--- src/rtl/bpfm_pkg.sv ---
// ----------------------------------------------------------------------------
// bpfm_pkg: shared types and codes of the buffer pool frame manager.
// Holds configuration indexes, request codes, sequencer states and the result record layout.
// ----------------------------------------------------------------------------
package bpfm_pkg;

    localparam int ID_W = 31;

    // Configuration register indexes.
    localparam logic [0:0] CFG_COUNT  = 1'b0;
    localparam logic [0:0] CFG_NUMBER = 1'b1;

    typedef enum logic [2:0] {
        REQ_FETCH  = 3'd0,
        REQ_NEW    = 3'd1,
        REQ_UNPIN  = 3'd2,
        REQ_DELETE = 3'd3,
        REQ_FLUSH  = 3'd4
    } req_t;

    typedef enum logic [3:0] {
        ST_IDLE,
        ST_LOOK,
        ST_DECIDE,
        ST_VICT,
        ST_LRU_SCAN,
        ST_LRU_SHIFT,
        ST_APPEND,
        ST_OUT
    } state_t;

    // Result item, packed in field order.
    typedef struct packed {
        logic            disk_write;
        logic            disk_read;
        logic [ID_W-1:0] evict_page_id;
        logic            evict_write;
        logic [ID_W-1:0] assigned_page_id;
        logic [3:0]      frame_index;
        logic            ok;
    } result_t;

endpackage

--- src/rtl/buffer_pool_frame_manager_core.sv ---
// ----------------------------------------------------------------------------
// buffer_pool_frame_manager_core: page frame bookkeeping with LRU eviction.
// Serves fetch, new page, unpin, delete and flush requests, one at a time.
// ----------------------------------------------------------------------------
// Channel   Dir  Fields (low bit up)
// s_axis    in   tdata: req_type[2:0], page_id[33:3], mark_dirty[34]
// m_axis    out  tdata: ok, frame_index, assigned_page_id, evict_write,
//                       evict_page_id, disk_read, disk_write
// cfg       in   cfg_wr_en, cfg_index (0 instance_count, 1 instance_number)
//
// An item runs a frame lookup scan over the frame memory, plus up to two
// passes over the LRU memory (scan then shift) when a frame leaves or joins
// the LRU order. The free stack is initialized by a pass over its entries
// after reset, during which no item is accepted. A stalled result holds only
// the output register; the next item is taken once it has been delivered.
// ----------------------------------------------------------------------------
module buffer_pool_frame_manager_core #(
    parameter int POOL_FRAMES = 16,
    parameter int PIN_BITS    = 16
) (
    input  logic        aclk,
    input  logic        aresetn,
    input  logic        s_axis_tvalid,
    output logic        s_axis_tready,
    input  logic [39:0] s_axis_tdata,   // req_type, page_id, mark_dirty
    output logic        m_axis_tvalid,
    input  logic        m_axis_tready,
    output logic [71:0] m_axis_tdata,   // ok, frame_index, assigned_page_id,
                                        // evict_write, evict_page_id,
                                        // disk_read, disk_write
    input  logic        cfg_wr_en,
    input  logic [0:0]  cfg_index,
    input  logic [4:0]  cfg_wdata
);
    import bpfm_pkg::*;

    localparam int FW = (POOL_FRAMES > 1) ? $clog2(POOL_FRAMES) : 1;
    localparam int CW = $clog2(POOL_FRAMES + 1);
    localparam logic [CW-1:0] FULL = CW'(POOL_FRAMES);
    localparam logic [PIN_BITS-1:0] PMAX = '1;
    localparam logic [PIN_BITS-1:0] PONE = PIN_BITS'(1);

    state_t state_reg, state_next;

    // Request registers.
    logic [2:0]      req_reg;
    logic [ID_W-1:0] pid_reg;
    logic            mark_reg;
    result_t         res_reg, res_next;
    logic            mvalid_reg, mvalid_next;

    // Bookkeeping registers.
    logic [CW-1:0]   free_cnt_reg, free_cnt_next;
    logic [CW-1:0]   lru_cnt_reg, lru_cnt_next;
    logic [ID_W-1:0] next_page_reg;
    logic [4:0]      inst_cnt_reg;
    logic            init_reg;
    logic [CW-1:0]   init_cnt_reg;

    // Scan registers.
    logic [CW-1:0]   idx_reg, idx_next;       // address issued
    logic            rv_reg, rv_next;         // read data pending
    logic [FW-1:0]   ridx_reg, ridx_next;     // address of read data
    logic            hit_reg, hit_next;
    logic [FW-1:0]   hf_reg, hf_next;         // frame of interest
    logic [PIN_BITS-1:0] hpins_reg, hpins_next;
    logic            hdirty_reg, hdirty_next;
    logic [ID_W-1:0] hpage_reg, hpage_next;
    logic            hvalid_reg, hvalid_next;
    logic            append_reg, append_next; // append hf after removal

    // Memory ports.
    logic [FW-1:0]   fm_raddr;
    logic            fm_rvalid, fm_rdirty;
    logic [ID_W-1:0] fm_rpage;
    logic [PIN_BITS-1:0] fm_rpins;
    logic            fm_we, fm_wvalid, fm_wdirty;
    logic [FW-1:0]   fm_waddr;
    logic [ID_W-1:0] fm_wpage;
    logic [PIN_BITS-1:0] fm_wpins;

    logic            fs_we, lr_we;
    logic [FW-1:0]   fs_waddr, fs_wdata, fs_raddr, fs_rdata;
    logic [FW-1:0]   lr_waddr, lr_wdata, lr_raddr, lr_rdata;

    logic            s_fire;
    logic [ID_W-1:0] in_pid;

    assign s_fire        = s_axis_tvalid & s_axis_tready;
    assign s_axis_tready = (state_reg == ST_IDLE) & !init_reg & !mvalid_reg;
    assign in_pid        = s_axis_tdata[33:3];

    bpfm_frame_mem #(.FRAMES(POOL_FRAMES), .PINW(PIN_BITS), .FW(FW)) u_frames (
        .aclk(aclk), .aresetn(aresetn),
        .rd_addr(fm_raddr), .rd_valid(fm_rvalid), .rd_page(fm_rpage),
        .rd_pins(fm_rpins), .rd_dirty(fm_rdirty),
        .wr_en(fm_we), .wr_addr(fm_waddr), .wr_valid(fm_wvalid),
        .wr_page(fm_wpage), .wr_pins(fm_wpins), .wr_dirty(fm_wdirty)
    );

    bpfm_list_mem #(.FRAMES(POOL_FRAMES), .FW(FW)) u_free (
        .aclk(aclk), .wr_en(fs_we), .wr_addr(fs_waddr), .wr_data(fs_wdata),
        .rd_addr(fs_raddr), .rd_data(fs_rdata)
    );

    bpfm_list_mem #(.FRAMES(POOL_FRAMES), .FW(FW)) u_lru (
        .aclk(aclk), .wr_en(lr_we), .wr_addr(lr_waddr), .wr_data(lr_wdata),
        .rd_addr(lr_raddr), .rd_data(lr_rdata)
    );

    // Configuration, init pass and next page id.
    always_ff @(posedge aclk) begin
        if (!aresetn) begin
            inst_cnt_reg  <= 5'd1;
            next_page_reg <= '0;
            init_reg      <= 1'b1;
            init_cnt_reg  <= '0;
        end else begin
            if (init_reg) begin
                init_cnt_reg <= init_cnt_reg + 1'b1;
                if (init_cnt_reg == FULL - 1'b1) begin
                    init_reg <= 1'b0;
                end
            end
            if (cfg_wr_en && cfg_index == CFG_COUNT) begin
                inst_cnt_reg <= cfg_wdata;
            end else if (cfg_wr_en) begin
                next_page_reg <= ID_W'(cfg_wdata[3:0]);
            end else if (state_reg == ST_VICT && hvalid_reg &&
                         req_reg == REQ_NEW) begin
                next_page_reg <= next_page_reg + ID_W'(inst_cnt_reg);
            end
        end
    end

    always_ff @(posedge aclk) begin
        if (s_fire) begin
            req_reg  <= s_axis_tdata[2:0];
            pid_reg  <= in_pid;
            mark_reg <= s_axis_tdata[34];
        end
        res_reg    <= res_next;
        idx_reg    <= idx_next;
        ridx_reg   <= ridx_next;
        hf_reg     <= hf_next;
        hpins_reg  <= hpins_next;
        hdirty_reg <= hdirty_next;
        hpage_reg  <= hpage_next;
        hvalid_reg <= hvalid_next;
    end

    // Control state.
    always_ff @(posedge aclk) begin
        if (!aresetn) begin
            state_reg    <= ST_IDLE;
            mvalid_reg   <= 1'b0;
            free_cnt_reg <= FULL;
            lru_cnt_reg  <= '0;
            rv_reg       <= 1'b0;
            hit_reg      <= 1'b0;
            append_reg   <= 1'b0;
        end else begin
            state_reg    <= state_next;
            mvalid_reg   <= mvalid_next;
            free_cnt_reg <= free_cnt_next;
            lru_cnt_reg  <= lru_cnt_next;
            rv_reg       <= rv_next;
            hit_reg      <= hit_next;
            append_reg   <= append_next;
        end
    end

    // Sequencer.
    always_comb begin
        state_next    = state_reg;
        res_next      = res_reg;
        mvalid_next   = mvalid_reg;
        free_cnt_next = free_cnt_reg;
        lru_cnt_next  = lru_cnt_reg;
        idx_next      = idx_reg;
        rv_next       = 1'b0;
        ridx_next     = idx_reg[FW-1:0];
        hit_next      = hit_reg;
        hf_next       = hf_reg;
        hpins_next    = hpins_reg;
        hdirty_next   = hdirty_reg;
        hpage_next    = hpage_reg;
        hvalid_next   = hvalid_reg;
        append_next   = append_reg;

        fm_raddr  = idx_reg[FW-1:0];
        fm_we     = 1'b0;
        fm_waddr  = hf_reg;
        fm_wvalid = 1'b1;
        fm_wpage  = hpage_reg;
        fm_wpins  = hpins_reg;
        fm_wdirty = hdirty_reg;
        fs_we     = init_reg;
        fs_waddr  = init_cnt_reg[FW-1:0];
        fs_wdata  = init_cnt_reg[FW-1:0];
        fs_raddr  = FW'(free_cnt_reg - 1'b1);
        lr_we     = 1'b0;
        lr_waddr  = idx_reg[FW-1:0];
        lr_wdata  = lr_rdata;
        lr_raddr  = idx_reg[FW-1:0];

        if (mvalid_reg && m_axis_tready) begin
            mvalid_next = 1'b0;
        end

        case (state_reg)
            ST_IDLE: begin
                if (s_fire) begin
                    idx_next    = '0;
                    hit_next    = 1'b0;
                    append_next = 1'b0;
                    res_next    = '0;
                    state_next  = ST_LOOK;
                end
            end
            // Scan frames for the lowest matching valid entry.
            ST_LOOK: begin
                if (idx_reg < FULL) begin
                    idx_next = idx_reg + 1'b1;
                    rv_next  = 1'b1;
                end
                if (rv_reg && !hit_reg && fm_rvalid && fm_rpage == pid_reg) begin
                    hit_next    = 1'b1;
                    hf_next     = ridx_reg;
                    hpins_next  = fm_rpins;
                    hdirty_next = fm_rdirty;
                end
                if (idx_reg == FULL && !rv_reg) begin
                    state_next = ST_DECIDE;
                end
            end
            ST_DECIDE: begin
                state_next = ST_OUT;
                hpage_next = pid_reg;
                case (req_reg)
                    REQ_FETCH, REQ_NEW: begin
                        if (req_reg == REQ_FETCH && hit_reg) begin
                            if (hpins_reg != PMAX) begin
                                res_next.ok          = 1'b1;
                                res_next.frame_index = 4'(hf_reg);
                                fm_we    = 1'b1;
                                fm_wpage = pid_reg;
                                fm_wpins = hpins_reg + 1'b1;
                                if (hpins_reg == '0) begin
                                    idx_next   = '0;
                                    rv_next    = 1'b0;
                                    state_next = ST_LRU_SCAN;
                                end
                            end
                        end else if (free_cnt_reg != '0) begin
                            free_cnt_next = free_cnt_reg - 1'b1;
                            hf_next       = fs_rdata;
                            state_next    = ST_VICT;
                            hvalid_next   = 1'b0;
                        end else if (lru_cnt_reg != '0) begin
                            hf_next    = lr_rdata;
                            state_next = ST_VICT;
                            idx_next   = '0;
                            hvalid_next = 1'b0;
                        end
                        if (req_reg == REQ_NEW) begin
                            hpage_next = next_page_reg;
                        end
                    end
                    REQ_UNPIN: begin
                        if (hit_reg && hpins_reg != '0) begin
                            res_next.ok          = 1'b1;
                            res_next.frame_index = 4'(hf_reg);
                            fm_we     = 1'b1;
                            fm_wpage  = pid_reg;
                            fm_wpins  = hpins_reg - 1'b1;
                            fm_wdirty = hdirty_reg | mark_reg;
                            if (hpins_reg == PONE) begin
                                append_next = 1'b1;
                                idx_next    = '0;
                                state_next  = ST_LRU_SCAN;
                            end
                        end
                    end
                    REQ_DELETE: begin
                        if (!hit_reg) begin
                            res_next.ok = 1'b1;
                        end else if (hpins_reg == '0) begin
                            res_next.ok          = 1'b1;
                            res_next.frame_index = 4'(hf_reg);
                            fm_we     = 1'b1;
                            fm_wvalid = 1'b0;
                            fm_wdirty = 1'b0;
                            if (free_cnt_reg < FULL) begin
                                fs_we         = 1'b1;
                                fs_waddr      = free_cnt_reg[FW-1:0];
                                fs_wdata      = hf_reg;
                                free_cnt_next = free_cnt_reg + 1'b1;
                            end
                            idx_next   = '0;
                            state_next = ST_LRU_SCAN;
                        end
                    end
                    REQ_FLUSH: begin
                        if (hit_reg) begin
                            res_next.ok          = 1'b1;
                            res_next.frame_index = 4'(hf_reg);
                            res_next.disk_write  = 1'b1;
                            fm_we     = 1'b1;
                            fm_wpage  = pid_reg;
                            fm_wdirty = 1'b0;
                        end
                    end
                    default: begin
                    end
                endcase
            end
            // Read the chosen frame's record (victim or free frame).
            ST_VICT: begin
                fm_raddr = hf_reg;
                if (!hvalid_reg) begin
                    hvalid_next = 1'b1;
                end else begin
                    res_next.ok          = 1'b1;
                    res_next.frame_index = 4'(hf_reg);
                    res_next.disk_read   = (req_reg == REQ_FETCH);
                    res_next.disk_write  = (req_reg == REQ_NEW);
                    if (req_reg == REQ_NEW) begin
                        res_next.assigned_page_id = hpage_reg;
                    end
                    if (fm_rdirty) begin
                        res_next.evict_write   = 1'b1;
                        res_next.evict_page_id = fm_rpage;
                    end
                    fm_we     = 1'b1;
                    fm_wpins  = PONE;
                    fm_wdirty = 1'b0;
                    if (free_cnt_reg == free_cnt_next && lru_cnt_reg != '0 &&
                        res_reg.ok == 1'b0 && hvalid_reg && idx_reg == '0 &&
                        free_cnt_reg == '0) begin
                        idx_next   = '0;
                        state_next = ST_LRU_SCAN;
                    end else begin
                        state_next = ST_OUT;
                    end
                end
            end
            // Find hf in the LRU order.
            ST_LRU_SCAN: begin
                if (idx_reg < lru_cnt_reg) begin
                    idx_next = idx_reg + 1'b1;
                    rv_next  = 1'b1;
                end
                if (rv_reg && lr_rdata == hf_reg) begin
                    idx_next   = CW'(ridx_reg) + 1'b1;
                    rv_next    = 1'b0;
                    state_next = ST_LRU_SHIFT;
                end else if (idx_reg >= lru_cnt_reg && !rv_reg) begin
                    state_next = append_reg ? ST_APPEND : ST_OUT;
                end
            end
            // Move later entries down by one.
            ST_LRU_SHIFT: begin
                if (idx_reg < lru_cnt_reg && !rv_reg) begin
                    rv_next  = 1'b1;
                    idx_next = idx_reg;
                end else if (rv_reg) begin
                    lr_we    = 1'b1;
                    lr_waddr = FW'(idx_reg - 1'b1);
                    idx_next = idx_reg + 1'b1;
                end else begin
                    lru_cnt_next = lru_cnt_reg - 1'b1;
                    state_next   = append_reg ? ST_APPEND : ST_OUT;
                end
            end
            ST_APPEND: begin
                if (lru_cnt_reg < FULL) begin
                    lr_we        = 1'b1;
                    lr_waddr     = lru_cnt_reg[FW-1:0];
                    lr_wdata     = hf_reg;
                    lru_cnt_next = lru_cnt_reg + 1'b1;
                end
                state_next = ST_OUT;
            end
            ST_OUT: begin
                mvalid_next = 1'b1;
                state_next  = ST_IDLE;
            end
            default: state_next = ST_IDLE;
        endcase

        // Keep the LRU head ready for a victim choice.
        if (state_reg == ST_IDLE || state_reg == ST_LOOK) begin
            lr_raddr = '0;
        end
    end

    assign m_axis_tvalid = mvalid_reg;
    assign m_axis_tdata  = {2'b00, res_reg};

endmodule

--- src/rtl/bpfm_frame_mem.sv ---
// ----------------------------------------------------------------------------
// bpfm_frame_mem: frame metadata memory.
// One synchronous memory holding page id, pin count and dirty bit per frame,
// with a valid bit per frame in flip-flops that reset clears.
// ----------------------------------------------------------------------------
module bpfm_frame_mem #(
    parameter int FRAMES = 16,
    parameter int PINW   = 16,
    parameter int FW     = 4
) (
    input  logic                     aclk,
    input  logic                     aresetn,
    input  logic [FW-1:0]            rd_addr,
    output logic                     rd_valid,
    output logic [bpfm_pkg::ID_W-1:0] rd_page,
    output logic [PINW-1:0]          rd_pins,
    output logic                     rd_dirty,
    input  logic                     wr_en,
    input  logic [FW-1:0]            wr_addr,
    input  logic                     wr_valid,
    input  logic [bpfm_pkg::ID_W-1:0] wr_page,
    input  logic [PINW-1:0]          wr_pins,
    input  logic                     wr_dirty
);
    import bpfm_pkg::*;

    localparam int RW = ID_W + PINW + 1;

    logic [RW-1:0]     mem [FRAMES];
    logic [RW-1:0]     rdata_reg;
    logic [FRAMES-1:0] valid_reg;
    logic              rvalid_reg;

    // Record storage with registered read.
    always_ff @(posedge aclk) begin
        if (wr_en) begin
            mem[wr_addr] <= {wr_page, wr_pins, wr_dirty};
        end
        rdata_reg <= mem[rd_addr];
    end

    // Valid bits; an invalid frame reads as clean and unpinned.
    always_ff @(posedge aclk) begin
        if (!aresetn) begin
            valid_reg  <= '0;
            rvalid_reg <= 1'b0;
        end else begin
            if (wr_en) begin
                valid_reg[wr_addr] <= wr_valid;
            end
            rvalid_reg <= valid_reg[rd_addr];
        end
    end

    assign rd_valid = rvalid_reg;
    assign rd_page  = rdata_reg[RW-1 -: ID_W];
    assign rd_pins  = rvalid_reg ? rdata_reg[PINW:1] : '0;
    assign rd_dirty = rvalid_reg & rdata_reg[0];

endmodule

--- src/rtl/bpfm_list_mem.sv ---
// ----------------------------------------------------------------------------
// bpfm_list_mem: small frame-number memory.
// Used for both the free stack and the LRU order: one write and one
// registered read per cycle.
// ----------------------------------------------------------------------------
module bpfm_list_mem #(
    parameter int FRAMES = 16,
    parameter int FW     = 4
) (
    input  logic          aclk,
    input  logic          wr_en,
    input  logic [FW-1:0] wr_addr,
    input  logic [FW-1:0] wr_data,
    input  logic [FW-1:0] rd_addr,
    output logic [FW-1:0] rd_data
);
    logic [FW-1:0] mem [FRAMES];
    logic [FW-1:0] rdata_reg;

    // Storage with registered read.
    always_ff @(posedge aclk) begin
        if (wr_en) begin
            mem[wr_addr] <= wr_data;
        end
        rdata_reg <= mem[rd_addr];
    end

    assign rd_data = rdata_reg;

endmodule

--- config.mk ---
export PLATFORM = sky130hd
export DESIGN_NAME = buffer_pool_frame_manager_core
export DESIGN_NICKNAME = d
export VERILOG_FILES = /design/src/rtl/bpfm_pkg.sv /design/src/rtl/buffer_pool_frame_manager_core.sv /design/src/rtl/bpfm_frame_mem.sv /design/src/rtl/bpfm_list_mem.sv
export SDC_FILE = /design/constraint.sdc
export NUM_CORES = 2
export LEC_CHECK = 0
export BUFFER_PORTS_ARGS = -buffer_cell sky130_fd_sc_hd__buf_4
export CORE_MARGIN = 5
export CORE_UTILIZATION = 25
export CTS_CLUSTER_SIZE = 12
export DETAILED_ROUTE_END_ITERATION = 7
export PLACE_DENSITY = 0.38
export SLEW_MARGIN = 20
export SYNTH_ARGS = -nofsm -noshare
export SYNTH_HDL_FRONTEND = slang
export SYNTH_SLANG_ARGS = --single-unit
export TNS_END_PERCENT = 100
--- constraint.sdc ---
create_clock -name aclk -period 5.97 [get_ports aclk]
set_input_delay 0.597 -clock aclk [delete_from_list [all_inputs] [get_ports aclk]]
set_output_delay 0.597 -clock aclk [all_outputs]
set_load 0.01 [all_outputs]
==> summary.txt <==
Floorplanning
  – DIE HEIGHT: 455 um
  – Top Ports: 125
  – Core Area: 197000 um^2
  – Die area: 207000 um^2
  – Core Rows: 163
  – Starting Density: 0.251
  – Width of the die: 455 um

Clock network
  – Clk buf depth: 3
  – Clock latency on the worst-skew pair: 770 ps
  – Total CTS buffers: 134
  – CTS root buffer: clkbuf_16
  – CTS tree: done
  – Clock Pin Slew Worst Setup and Hold Paths: 60 ps
  – Clk sinks: 1195
  – Setup Fix Bufs, Post-CTS: 0
  – Htree depth: 4
  – Hold buffers post-CTS: 33
  – Cts repair resizes: 0

Critical path
  – Most frequent CP cell: buf_4
  – Critical-path maximum fanout: 36
  – CP required: 6360 ps
  – CP max-delay cell: nor3b_1
  – CP max stage delay: 850 ps
  – CP startpoint kind: register
  – CP Cell Sequence: nor3b_1 -> and2_1 -> and2_4 -> o311ai_4 -> buf_4 -> a2111oi_4 -> buf_4
  – Worst EP arrival: 4480 ps
  – Setup CP Type: register to register
  – CP endpoint kind: register

Yosys
  – Area share of the largest cell type after synthesis: 0.642
  – Synth top cells by count: edfxtp_1, nand2_1, nand3_1, clkbuf_1, mux2i_1
  – #FFs+latches synth: 1195
  – Most common cell in the netlist: edfxtp_1
  – Synth area leaders: edfxtp_1, nand2_1, dfxtp_1
  – Post-synthesis instance area: 49500 um^2
  – EDFF count, synth: 1059
  – Syn Area/Cell: 13.3 um^2
  – Sequential element share of the synthesized area: 0.697
  – Post-synth top flop: edfxtp_1
  – Synth warn: 0
  – Ys async rst share: 0
  – Cell accounting for the most synthesized area: edfxtp_1
  – Synth cell types: 86
  – Instance count of the mapped netlist: 3723

Final layout
  – Share of cells above drive strength 1: 0.133
  – Final nets: 3943
  – Area growth, synth to finish: 18.2%
  – Post-route cell area: 58500 um^2
  – Biggest register: u_frames.mem
  – Max reg flops: 768
  – Post-layout util: 0.297

Global route
  – Vias in the first global route: 30585
  – Initial antenna violation count: 2
  – Largest net degree at the start of global routing: 103
  – GRT Total Usage: 0.151
  – First-pass GRT wire length: 227 mm
  – GRT Residual Overflow: 0

Power and ir drop
  – Sw Ratio: 0.256
  – Switching power: 4.99 mW
  – Power, Total: 19.5 mW
  – Comb power frac: 0.106
  – Pleak: 19.9 nW
  – Int Pwr: 14.5 mW
  – Clk pwr share: 0.407
  – Peak supply drop: 0.256 mV
  – Pwr per Cell Area: 333 nW/um^2
  – Sequential power share: 0.487

Placement
  – Placed cell area: 54000 um^2
  – Final GP Congestion: 0.836
  – DP Wirelength: 94.1 mm
  – PortBufs: 117
  – Pre-CTS setup slack: 1910 ps

Job
  – # Max-Cap Violations: 0

Drt
  – DR iter-0 viols: 2272
  – Routed Antenna Nets: 0
  – Residual DRC: 0
  – Avg WL per Cell: 24.1 um
  – Drt pass-1 iters: 5
  – Via density: 4.61
  – Total Routed Length: 159 mm
  – DR vias: 30473

Timing
  – Tcrit/Tclk final: 0.686
  – Final setup TNS: 0 ps
  – Slew HR: 0.227
  – Tmin final: 4100 ps
  – Worst setup margin: 1870 ps
  – Clock Skew: 25.3 ps
  – Max-slew violations: 0
  – RSZ-0062 raised after global routing: false
  – Final Hold Fails: 0
  – Fmax: 0.244 GHz
  – Worst-Margin Slew: 1150 ps
  – Setup violators final: 0

Run status
  – Status: complete, no violations

Hold path
  – Hold/Removal Path Class: input pin to register
final cells by class:
cell class              count  area, um^2
multi-input cells        2267       14200
well taps                2640        3300
clock buffers             195        3800
diodes                      3        7.51
fillers                 19992      139000
inverters                  35         131
clock inverters            49         378
flip-flops and latches   1195       34500
repair buffers            231        2150
cells in the final DEF, fill, tap and decap left out, types with 13 or more instances in the layout:
master / count
clkinv_1: 18
nand4_1: 21
nand2_1: 795
dfxtp_1: 136
clkinv_2: 16
buf_4: 170
and2_1: 97
mux2_2: 43
o21ai_0: 44
mux2_1: 18
a211oi_1: 13
a21oi_1: 46
dlygate4sd3_1: 33
edfxtp_1: 1059
xnor2_1: 30
clkbuf_16: 137
inv_1: 32
a31oi_1: 15
xor2_1: 47
o221ai_1: 58
clkbuf_8: 15
nor2b_1: 24
nor2_1: 125
ha_1: 26
buf_12: 27
a21oi_4: 16
nor3_1: 28
nand3_1: 329
mux2i_1: 176
mux4_2: 26
a32oi_1: 50
clkbuf_1: 43
nor4_1: 20
cell families (layout without fill, tap and decap cells):
kind of cell    Yosys count  in the layout  share of synthesized area
fa+ha+maj                28             28                    0.00738
simple gates           1531           1531                      0.141
buf+inv                 262            510                     0.0212
mux                     278            278                     0.0655
xor+xnor                 77             77                     0.0136
other cells               1              5                  0.0000757
flops                  1195           1195                      0.697
compound gates          351            351                     0.0542
critical path: cells and delay by family, from the launching register on:
family	cells	cell delay [ps]
AOI/OAI and AO/OA	2	500
buffers and inverters	2	1050
DFF	1	630
and+or+nand+nor	3	1440
stage by stage:
stage | instances | hold WS, ps
global placement | 6334 | 462
finish | 6615 | 71.3
global route | 6613 | 15.4
detailed placement | 6334 | 466
CTS | 6611 | 8.05
floorplan | 3724 | 372
path summary, 6_finish.rpt:
kind                    startpoint             endpoint  slack [ps]  depth (start not counted)
setup / recovery        req_reg[1]  u_frames.mem[3][22]        1870                          7
hold / removal    s_axis_tdata[29]          pid_reg[26]          70                          1
setup reg to reg        req_reg[1]  u_frames.mem[3][22]        1870                          7
hold reg to reg         append_reg           append_reg         480                          2
metal layers:
metal	routed length [um]	GRT usage	part of all wire
met4	6080	0.0602	0.038
met2	76700	0.252	0.48
met5	13	0	0.000082
met1	71600	0.199	0.45
met3	4820	0.0214	0.030
power groups by stage:
| stage | clock network, mW | logic, mW | registers (mW) |
|---|---|---|---|
| final | 7.95 | 2.06 | 9.49 |
| after global routing | 8.55 | 2.27 | 9.51 |
| after CTS | 8.22 | 2.12 | 9.50 |
| after floorplan | 0 | 1.22 | 9.54 |
| after detailed placement | 0 | 2.10 | 9.68 |
| after global placement | 0 | 2.10 | 9.68 |
No activity file was read; power rests on OpenSTA's default activity.
